**config.mk**
```make
export PLATFORM = sky130hd
export DESIGN_NAME = dual_matrix_color_remap_unit
export DESIGN_NICKNAME = d
export VERILOG_FILES = /design/src/design/dmcr_pkg.sv /design/src/design/dual_matrix_color_remap_unit.sv
export SDC_FILE = /design/constraint.sdc
export NUM_CORES = 2
export LEC_CHECK = 0
export ABC_AREA = 1
export BUFFER_PORTS_ARGS = -buffer_cell sky130_fd_sc_hd__buf_2
export CORE_UTILIZATION = 50
export CTS_BUF_LIST = sky130_fd_sc_hd__clkbuf_16
export DETAILED_ROUTE_END_ITERATION = 16
export HOLD_SLACK_MARGIN = 0.06
export PLACE_DENSITY = 0.68
export SLEW_MARGIN = 20
export SYNTH_ARGS = -nofsm -noshare
export SYNTH_HDL_FRONTEND = slang
export SYNTH_SLANG_ARGS = --single-unit
```
**constraint.sdc**
```tcl
create_clock -name clk_i -period 8.3 [get_ports clk_i]
set_input_delay 0.83 -clock clk_i [delete_from_list [all_inputs] [get_ports clk_i]]
set_output_delay 0.83 -clock clk_i [all_outputs]
set_load 0.1 [all_outputs]
```
**src/design/dmcr_pkg.sv**
```systemverilog
// Package for the dual-matrix color remap unit.
// Holds the fixed-point types, the Q16 coefficient tables and the arithmetic helpers.
// Depends on nothing; the top level imports it.
`timescale 1ns / 1ps
`default_nettype none

package dmcr_pkg;

  // Fixed-point layout: coefficients are signed Q16 values.
  localparam int unsigned FracBits = 16;
  localparam int unsigned ChanW    = 8;
  localparam int unsigned CoefW    = 18;
  localparam int unsigned AccW     = 28;
  localparam int unsigned HalfLsb  = 32768;

  typedef logic        [ChanW-1:0] chan_t;
  typedef logic signed [CoefW-1:0] coef_t;
  typedef logic signed [AccW-1:0]  acc_t;

  // Index of each matrix on the matrix_used output.
  localparam logic MatA = 1'b0;
  localparam logic MatB = 1'b1;

  // Selection weights, Q16: [sum][channel].
  localparam coef_t SelW [2][3] = '{
    '{coef_t'(655),   coef_t'(4356),  coef_t'(47953)},
    '{coef_t'(10052), coef_t'(20750), coef_t'(3744)}
  };

  // Remap matrices, Q16: [matrix][row][column].
  localparam coef_t RemapM [2][3][3] = '{
    '{
      '{coef_t'(27940), coef_t'(56171), coef_t'(5251)},
      '{coef_t'(18422), coef_t'(37434), -coef_t'(2573)},
      '{-coef_t'(1160), coef_t'(1770),  coef_t'(65698)}
    },
    '{
      '{coef_t'(49683), coef_t'(95281), -coef_t'(97033)},
      '{coef_t'(7768),  coef_t'(18848), coef_t'(47546)},
      '{-coef_t'(489),  coef_t'(2941),  coef_t'(62541)}
    }
  };

  // Dot product of one coefficient row with an RGB color, full width.
  function automatic acc_t dot3(input coef_t w0, input coef_t w1, input coef_t w2,
                                input chan_t r, input chan_t g, input chan_t b);
    acc_t p0;
    acc_t p1;
    acc_t p2;
    p0 = acc_t'(w0) * acc_t'(r);
    p1 = acc_t'(w1) * acc_t'(g);
    p2 = acc_t'(w2) * acc_t'(b);
    return p0 + p1 + p2;
  endfunction

  // Round a Q16 value half away from zero and clamp it to 0..255.
  function automatic chan_t round_clamp(input acc_t v);
    logic [AccW:0] t;
    t = {1'b0, v} + (AccW+1)'(HalfLsb);
    if (v[AccW-1]) begin
      return '0;
    end
    if (|t[AccW:FracBits+ChanW]) begin
      return '1;
    end
    return t[FracBits+ChanW-1:FracBits];
  endfunction

endpackage

`default_nettype wire

```
**src/design/dual_matrix_color_remap_unit.sv**
```systemverilog
// Top level of the dual-matrix color remap unit: input register, remap logic, result register.
// Depends on dmcr_pkg for the coefficient tables, types and rounding helpers.
`timescale 1ns / 1ps
`default_nettype none

// Remaps one RGB color (8 bits per channel) per beat. Two weighted sums of the
// channels pick one of two fixed 3x3 matrices; each output channel is that
// matrix row times the color, rounded half away from zero and clamped to
// 0..255, and matrix_used_o tells which matrix was taken. The unit takes one
// color in every clock cycle unless back-pressure stalls it; each color is
// held in the input register and its result in the result register. All
// products have constant coefficients, so the whole remap fits between those
// two registers. Both sides stall independently through the valid and ready
// handshakes; a full result register under back-pressure still lets the
// input register take one more beat.
module dual_matrix_color_remap_unit
  import dmcr_pkg::*;
(
  input  wire logic  clk_i,
  input  wire logic  rst_ni,
  input  wire logic  in_valid_i,
  output logic       in_ready_o,
  input  wire chan_t red_in_i,
  input  wire chan_t green_in_i,
  input  wire chan_t blue_in_i,
  output logic       out_valid_o,
  input  wire logic  out_ready_i,
  output chan_t      red_out_o,
  output chan_t      green_out_o,
  output chan_t      blue_out_o,
  output logic       matrix_used_o
);

  logic  in_valid_q;
  chan_t red_q, green_q, blue_q;
  logic  out_valid_q;
  chan_t red_out_q, green_out_q, blue_out_q;
  logic  matrix_used_q;

  logic  out_ready;
  acc_t  sel_sum0, sel_sum1;
  logic  matrix_sel;
  acc_t  acc_a [3];
  acc_t  acc_b [3];
  chan_t chan_d [3];

  // Handshake: each stage moves when its successor has room.
  assign out_ready  = !out_valid_q || out_ready_i;
  assign in_ready_o = !in_valid_q || out_ready;

  // Input register.
  always_ff @(posedge clk_i or negedge rst_ni) begin
    if (!rst_ni) begin
      in_valid_q <= 1'b0;
    end else if (in_ready_o) begin
      in_valid_q <= in_valid_i;
    end
  end

  always_ff @(posedge clk_i) begin
    if (in_ready_o && in_valid_i) begin
      red_q   <= red_in_i;
      green_q <= green_in_i;
      blue_q  <= blue_in_i;
    end
  end

  // Matrix selection from the truncated weighted sums.
  always_comb begin
    sel_sum0 = dot3(SelW[0][0], SelW[0][1], SelW[0][2], red_q, green_q, blue_q);
    sel_sum1 = dot3(SelW[1][0], SelW[1][1], SelW[1][2], red_q, green_q, blue_q);
    if (sel_sum0[AccW-1:FracBits] < sel_sum1[AccW-1:FracBits]) begin
      matrix_sel = MatA;
    end else begin
      matrix_sel = MatB;
    end
  end

  // Both matrices are evaluated side by side, then the chosen row set is rounded.
  always_comb begin
    for (int row = 0; row < 3; row++) begin
      acc_a[row] = dot3(RemapM[0][row][0], RemapM[0][row][1], RemapM[0][row][2],
                        red_q, green_q, blue_q);
      acc_b[row] = dot3(RemapM[1][row][0], RemapM[1][row][1], RemapM[1][row][2],
                        red_q, green_q, blue_q);
      chan_d[row] = round_clamp((matrix_sel == MatB) ? acc_b[row] : acc_a[row]);
    end
  end

  // Result register.
  always_ff @(posedge clk_i or negedge rst_ni) begin
    if (!rst_ni) begin
      out_valid_q <= 1'b0;
    end else if (out_ready) begin
      out_valid_q <= in_valid_q;
    end
  end

  always_ff @(posedge clk_i) begin
    if (out_ready && in_valid_q) begin
      red_out_q     <= chan_d[0];
      green_out_q   <= chan_d[1];
      blue_out_q    <= chan_d[2];
      matrix_used_q <= matrix_sel;
    end
  end

  assign out_valid_o   = out_valid_q;
  assign red_out_o     = red_out_q;
  assign green_out_o   = green_out_q;
  assign blue_out_o    = blue_out_q;
  assign matrix_used_o = matrix_used_q;

  // The input side only stalls when both stages hold a beat.
  a_stall_only_when_full: assert property (@(posedge clk_i) disable iff (!rst_ni)
    !in_ready_o |-> (in_valid_q && out_valid_q))
    else $error("input stalled while a stage was empty");

  // A beat in the input register is never dropped while the output is blocked.
  a_hold_under_stall: assert property (@(posedge clk_i) disable iff (!rst_ni)
    (in_valid_q && out_valid_q && !out_ready_i) |=> in_valid_q)
    else $error("input stage beat lost under back-pressure");

  // A beat that leaves the input register lands in the result register.
  a_beat_advances: assert property (@(posedge clk_i) disable iff (!rst_ni)
    (in_valid_q && out_ready) |=> out_valid_q)
    else $error("beat did not reach the result register");

  // A result only appears when the input register held a beat.
  a_result_has_source: assert property (@(posedge clk_i) disable iff (!rst_ni)
    $rose(out_valid_q) |-> $past(in_valid_q))
    else $error("result appeared without an input beat");

endmodule

`default_nettype wire

```
# After elaboration in Yosys (flattened, before gate mapping)
# Index checks and enable logic that the tools add are counted.
dict set report word_totals {
  input_bits 28
  ff_bits 51
  elab_cells 87
}
dict set report classes {
  reduce_logical 9
  addsub 19
  muxes 25
  order_cmp 1
  mul 24
}
# cell count
set ops {}
lappend ops {{16-bit by 8-bit multiplier with 24-bit output (first input constant)} 5}
lappend ops {{8-bit 2-to-1 mux} 12}
lappend ops {{28-bit by 16-bit adder with 29-bit output (second input constant)} 3}
lappend ops {{28-bit 2-to-1 mux} 3}
lappend ops {{10-bit by 8-bit multiplier with 18-bit output (first input constant)} 4}
lappend ops {{23-bit by 24-bit adder with 25-bit output} 2}
lappend ops {{15-bit by 8-bit multiplier with 23-bit output (first input constant)} 2}
lappend ops {{14-bit by 8-bit multiplier with 22-bit output (first input constant)} 2}
lappend ops {{13-bit by 8-bit multiplier with 21-bit output (first input constant)} 2}
lappend ops {{12-bit by 8-bit multiplier with 20-bit output (first input constant)} 2}
lappend ops {{27-bit by 27-bit adder with 28-bit output} 1}
lappend ops {{22-bit by 26-bit adder with 27-bit output} 1}
lappend ops {{26-bit by 22-bit adder with 27-bit output} 1}
lappend ops {{18-bit by 9-bit multiplier with 27-bit output (first input constant)} 1}
lappend ops {{22-bit by 25-bit adder with 26-bit output} 1}
lappend ops {{24-bit by 25-bit adder with 26-bit output} 1}
lappend ops {{25-bit by 21-bit adder with 26-bit output} 1}
lappend ops {{22-bit by 24-bit adder with 25-bit output} 1}
lappend ops {{24-bit by 20-bit adder with 25-bit output} 1}
lappend ops {{24-bit by 24-bit adder with 25-bit output} 1}
lappend ops {{17-bit by 8-bit multiplier with 25-bit output (first input constant)} 1}
lappend ops {{21-bit by 23-bit adder with 24-bit output} 1}
lappend ops {{22-bit by 23-bit adder with 24-bit output} 1}
lappend ops {{18-bit by 21-bit adder with 22-bit output} 1}
lappend ops {{13 further kinds} 27}

# Longest topological paths before layout
dict set report logic_depth {
  ltp_word 11
  mapped_depth 52
  mapped_depth_nobuf 50
}

# Worst setup path after synthesis
# Ideal clock, no wire load.
dict set report synth_timing {
  kind {register -> register}
  startpoint {reg green_q[1]}
  endpoint {reg green_out_q[0] (netlist: green_out_o[0]) (data pin)}
  setup_time_ps 250
  arrival_time_ps 8623
  stages_incl_launch_ff 48
  synth_period_minus_slack_ps 8872
  path_slack_ps -572
  path_buffers 1
  t_required_ps 8050
  path_cell_list {edfxtp_1 > inv_1 > ha_1 > ha_1 > inv_1 > fa_1 > inv_1 > ha_1 > fa_1 > a21oi_1 > o21bai_1 > nand2_1 > nand2_1 > a21oi_1 > o21bai_1 > xor2_1 > fa_1 > inv_1 > (+12 left out) > xnor2_1 > ha_1 > a21o_1 > a21oi_1 > o211ai_2 > clkinv_4 > nand2_8 > buf_6 > nand2_1 > o21a_1 > inv_1 > ha_1 > nand3_1 > o21ai_1 > o21ai_4 > nand3_1 > nand2_1 > inv_1}
}
dict set report synth_via {
  elab_chain_len 11
  word_cells_on_any_way 22
  cone_classes {add/sub: 9; mul: 4; order compare: 1; mux: 7; reduce/logical: 1}
}
# item line
set synth_rtl {}
lappend synth_rtl {{from (decl)} dual_matrix_color_remap_unit.sv:35} ;# chan_t red_q, green_q, blue_q;
lappend synth_rtl {{from (signal assigned)} dual_matrix_color_remap_unit.sv:63} ;# green_q <= green_in_i;
lappend synth_rtl {{14-bit by 8-bit multiplier with 22-bit output / 11-bit by 8-bit multiplier with 19-bit output (equally long branches)} dmcr_pkg.sv:51} ;# p1 = acc_t'(w1) * acc_t'(g);
lappend synth_rtl {{22-bit by 23-bit adder with 24-bit output / 18-bit by 21-bit adder with 22-bit output (equally long branches)} dmcr_pkg.sv:53} ;# return p0 + p1 + p2;
lappend synth_rtl {{24-bit by 20-bit adder with 25-bit output / 22-bit by 24-bit adder with 25-bit output (equally long branches)} dmcr_pkg.sv:53}
lappend synth_rtl {{9-bit < comparator} dual_matrix_color_remap_unit.sv:72} ;# if (sel_sum0[AccW-1:FracBits] < sel_sum1[AccW-1:FracBits]) begin
lappend synth_rtl {{28-bit 2-to-1 mux (*)} dual_matrix_color_remap_unit.sv:86} ;# chan_d[row] = round_clamp((matrix_sel == MatB) ? acc_b[row] : acc_a[row]);
lappend synth_rtl {{28-bit by 16-bit adder with 29-bit output} dmcr_pkg.sv:59} ;# t = {1'b0, v} + (AccW+1)'(HalfLsb);
lappend synth_rtl {{5-bit OR reduction} dmcr_pkg.sv:63} ;# if (|t[AccW:FracBits+ChanW]) begin
lappend synth_rtl {{1-bit 2-to-1 mux (2 in series)} dmcr_pkg.sv:63}
lappend synth_rtl {{8-bit 2-to-1 mux} dmcr_pkg.sv:66} ;# return t[FracBits+ChanW-1:FracBits];
lappend synth_rtl {{8-bit 2-to-1 mux (*)} dmcr_pkg.sv:63}
lappend synth_rtl {{to (signal assigned)} dual_matrix_color_remap_unit.sv:102} ;# green_out_q <= chan_d[1];
lappend synth_rtl {{to (decl)} dual_matrix_color_remap_unit.sv:37} ;# chan_t red_out_q, green_out_q, blue_out_q;
# Every way passes the cells marked *; elsewhere a longest branch is shown, timed or not. The select of a mux whose other input is x is not followed.
# A chain may end at the register's enable or synchronous reset.

# Worst setup path in the final report
dict set report layout_timing {
  startpoint {reg red_q[7]}
  endpoint {reg green_out_q[5] (netlist: green_out_o[5]) (data pin)}
}
dict set report layout_via {
  elab_chain_len 11
  word_cells_on_any_way 22
  cone_classes {add/sub: 9; mul: 4; order compare: 1; mux: 7; reduce/logical: 1}
}
# item line
set layout_rtl {}
lappend layout_rtl {{from (decl)} dual_matrix_color_remap_unit.sv:35}
lappend layout_rtl {{from (signal assigned)} dual_matrix_color_remap_unit.sv:62} ;# red_q <= red_in_i;
lappend layout_rtl {{12-bit by 8-bit multiplier with 20-bit output / 10-bit by 8-bit multiplier with 18-bit output (equally long branches)} dmcr_pkg.sv:50} ;# p0 = acc_t'(w0) * acc_t'(r);
lappend layout_rtl {{22-bit by 23-bit adder with 24-bit output / 18-bit by 21-bit adder with 22-bit output (equally long branches)} dmcr_pkg.sv:53}
lappend layout_rtl {{24-bit by 20-bit adder with 25-bit output / 22-bit by 24-bit adder with 25-bit output (equally long branches)} dmcr_pkg.sv:53}
lappend layout_rtl {{9-bit < comparator} dual_matrix_color_remap_unit.sv:72}
lappend layout_rtl {{28-bit 2-to-1 mux (*)} dual_matrix_color_remap_unit.sv:86}
lappend layout_rtl {{28-bit by 16-bit adder with 29-bit output} dmcr_pkg.sv:59}
lappend layout_rtl {{5-bit OR reduction} dmcr_pkg.sv:63}
lappend layout_rtl {{1-bit 2-to-1 mux (2 in series)} dmcr_pkg.sv:63}
lappend layout_rtl {{8-bit 2-to-1 mux} dmcr_pkg.sv:66}
lappend layout_rtl {{8-bit 2-to-1 mux (*)} dmcr_pkg.sv:63}
# Marks and branches as above.

==> summary.txt <==
Global route
  • Number of global-route vias before repair: 43.7k
  • Antenna violations before repair: 13
  • First-pass GRT wire length: 265000 um
  • Grt ovf: 0
  • Pin count of the biggest net entering global routing: 26
  • GRT Util Overall: 37.0%

Hold path
  • Hold/Removal Path Class: input port to async pin

Synthesis
  • Largest area contributor in the netlist: fa_1
  • Post-Syn Nets: 7593
  • Post-synth EDFFs: 49
  • Post-Synth Adder-Cell Area: 58.9%
  • Synth unique cells: 56
  • Mux share of post-synthesis cell area: 0%
  • Top cells by area, synth: fa_1, ha_1, inv_1, nand2_1, a21oi_1
  • Post-Syn Area per Cell: 8.36 um2
  • FFs w/ async S/R, synth: 3.92%
  • Share of Yosys cell area claimed by the top area cell type: 30.8%
  • Post-synthesis simple-gate area fraction: 11.5%
  • Synth Register Bits: 51
  • Compound-gate portion of the synthesized area: 8.61%
  • Syn Std Cell Area: 48100 um2
  • Ys flop type: edfxtp_1
  • Post-synthesis xor/xnor area fraction: 5.90%
  • Sequential-to-total area share from yosys stat: 3.17%
  • Largest family of logic cells by synthesized area: adder cells
  • Synth Warn #: 0
  • Mapped Cells: 5748

Clocking
  • CTS tree: done
  • CTS sink count: 51
  • H-tree depth: 2
  • Clk slew on worst S/H paths: 0.12 ns
  • Clock root buffer: clkbuf_16
  • Hold buffers post-CTS: 0
  • Num CTS Buffers: 5
  • Clock Latency Late Sink: 0.37 ns
  • Clock Path Buffers: 2

Worst setup path
  • Nature of the critical path endpoint: flop
  • Max stage delay on crit path: 0.57 ns
  • Most used cell, CP: nand2_1
  • WP data arrival: 8.72 ns
  • Slowest-stage cell, CP: edfxtp_1
  • Crit path required time: 8.42 ns
  • Kind of critical path: flop to flop
  • CP max FO: 4
  • Critical path startpoint category: flop

Floorplanning
  • IO Count: 55
  • Starting Density: 50.5%
  • Row count: 113
  • Total Die Area: 97400 um2
  • Chip width: 312 um
  • Die Span Y: 312 um
  • Core footprint: 95200 um2

STA
  • Final setup fails: 24
  • Worst-Margin Slew: 1.01 ns
  • Clk_skew: 0.0310 ns
  • Max-slew violations: 0
  • Final hold violation count: 0
  • Peak Freq: 116 MHz
  • Final min period: 8.60 ns
  • Final setup margin: -0.302 ns
  • Final Cycle Share: 104%
  • Relative max-transition margin: 32.3%
  • Unrepaired setup endpoints after global routing: true

Layout
  • Design Area, Final: 57200 um2
  • Filler Cell Count: 8427
  • Area of the multi-input gates: 42000 um2
  • Layout cells sized above 1: 16.3%
  • FF+latch area: 1520 um2
  • Synth-to-Final Area Change: 19.1%
  • Nets: 8412
  • Fin util: 60.2%
  • Non-filler instance count after layout: 7840

Routing
  • Via count: 42.5k
  • ANT nets after route: 0
  • Initial DRC Count: 3932
  • Total Wirelength: 178000 um
  • DRC: 0
  • Vias per inst: 5.42
  • Total iterations of the first detailed-routing run: 5
  • Wire length per cell: 22.7 um

Job
  • Maxcap violations: 0

Placement
  • DP Worst Slack: -0.523 ns
  • Final HPWL DP: 159000 um
  • Area after DPL: 55800 um2
  • I/O Buffers: 54
  • Dpl cells: 7792
  • Gpl congestion: 1.09

Outcome
  • Status: finished, violations left
  • Failing checks: setup timing
final cells by class:
type	instances	area share, %
multi-input combinational	4183	73.3
timing repair buffer	823	11.0
sequential	51	2.66
tap	1265	2.76
clock inverter	3	0.0503
clock buffer	5	0.219
inverter	1503	9.92
antenna	7	0.0306
layout by cell type (no fill, tap or decap), types with 39 or more instances in the layout:
master,count
buf_4,734
nor3_1,46
nor2_1,254
inv_1,1475
o21ai_0,135
a21oi_1,363
xnor2_1,127
fa_1,735
buf_2,54
ha_1,1035
nand2_1,693
o21bai_1,41
xor2_1,189
ha_4,39
nand3_1,143
edfxtp_1,49
layer usage:
metal  vias to the layer above  global-route usage, %  share of wire, %  wire length (um)
li1                      19700                      -                 -                 -
met2                      1798                   56.3                42             75000
met1                     20500                   47.7                40             71400
met3                       491                   7.86               9.6             17100
met5                         -                      0             0.017                31
met4                         6                   23.9               8.2             14700
worst max-delay path: cells and delay by family, from the launching register on:
family / cells / cell delay [ns]
xor+xnor: 4 / 0.62
flops: 1 / 0.57
simple gates: 15 / 1.66
compound gates: 7 / 1.01
buf+inv: 10 / 1.25
fa+ha+maj: 8 / 3.26
stage by stage:
stage          TNS, ns  hold WS, ns
2_1_floorplan    -4.87        0.447
3_3_place_gp     -6.47        0.507
3_5_place_dp     -9.51        0.532
4_1_cts          -3.63        0.244
5_1_grt         -15.80        0.247
6_report         -5.90        0.253
cells by family after synthesis:
group	after synthesis
adders and majority gates	1817
buffers and inverters	1514
and+or+nand+nor	1309
AOI/OAI and AO/OA	733
xor gates and xnor gates	324
DFF	51
registers in the layout, indices dropped and copies added (netlist names):
signal and cells:
blue_q 8, red_out_o 8, blue_out_o 8, out_valid_o 1
matrix_used_o 1, green_q 8, green_out_o 8, red_q 8
in_valid_q 1
repair_timing:
action	in CTS	in global routing
setup buffers	14	19
endpoints found under the setup margin	24	24
cloned	1	0
gates resized for setup	91	121
pin swaps	51	81
cell usage after synthesis (all sizes together), types with 42 or more instances:
library cell  number
xnor2            128
a21oi            386
nor3              48
fa               740
nor2             269
nand3            173
o21bai            42
inv             1502
o21ai            180
edfxtp            49
xor2             196
ha              1077
nand2            733
worst paths after layout:
kind                            start             end  slack [ns]  cells past startpoint
min reg2reg                in_valid_q     out_valid_o        0.54                      2
max in group asynchronous      rst_ni     out_valid_o        7.95                      1
min                            rst_ni      in_valid_q        0.25                      1
min in group clk_i         in_valid_q     out_valid_o        0.54                      2
max                          red_q[7]  green_out_o[5]       -0.30                     44
max reg2reg                  red_q[7]  green_out_o[5]       -0.30                     44
Power is not shown: default switching activity piles up to over one toggle a cycle in this logic, so the estimate is an artifact.
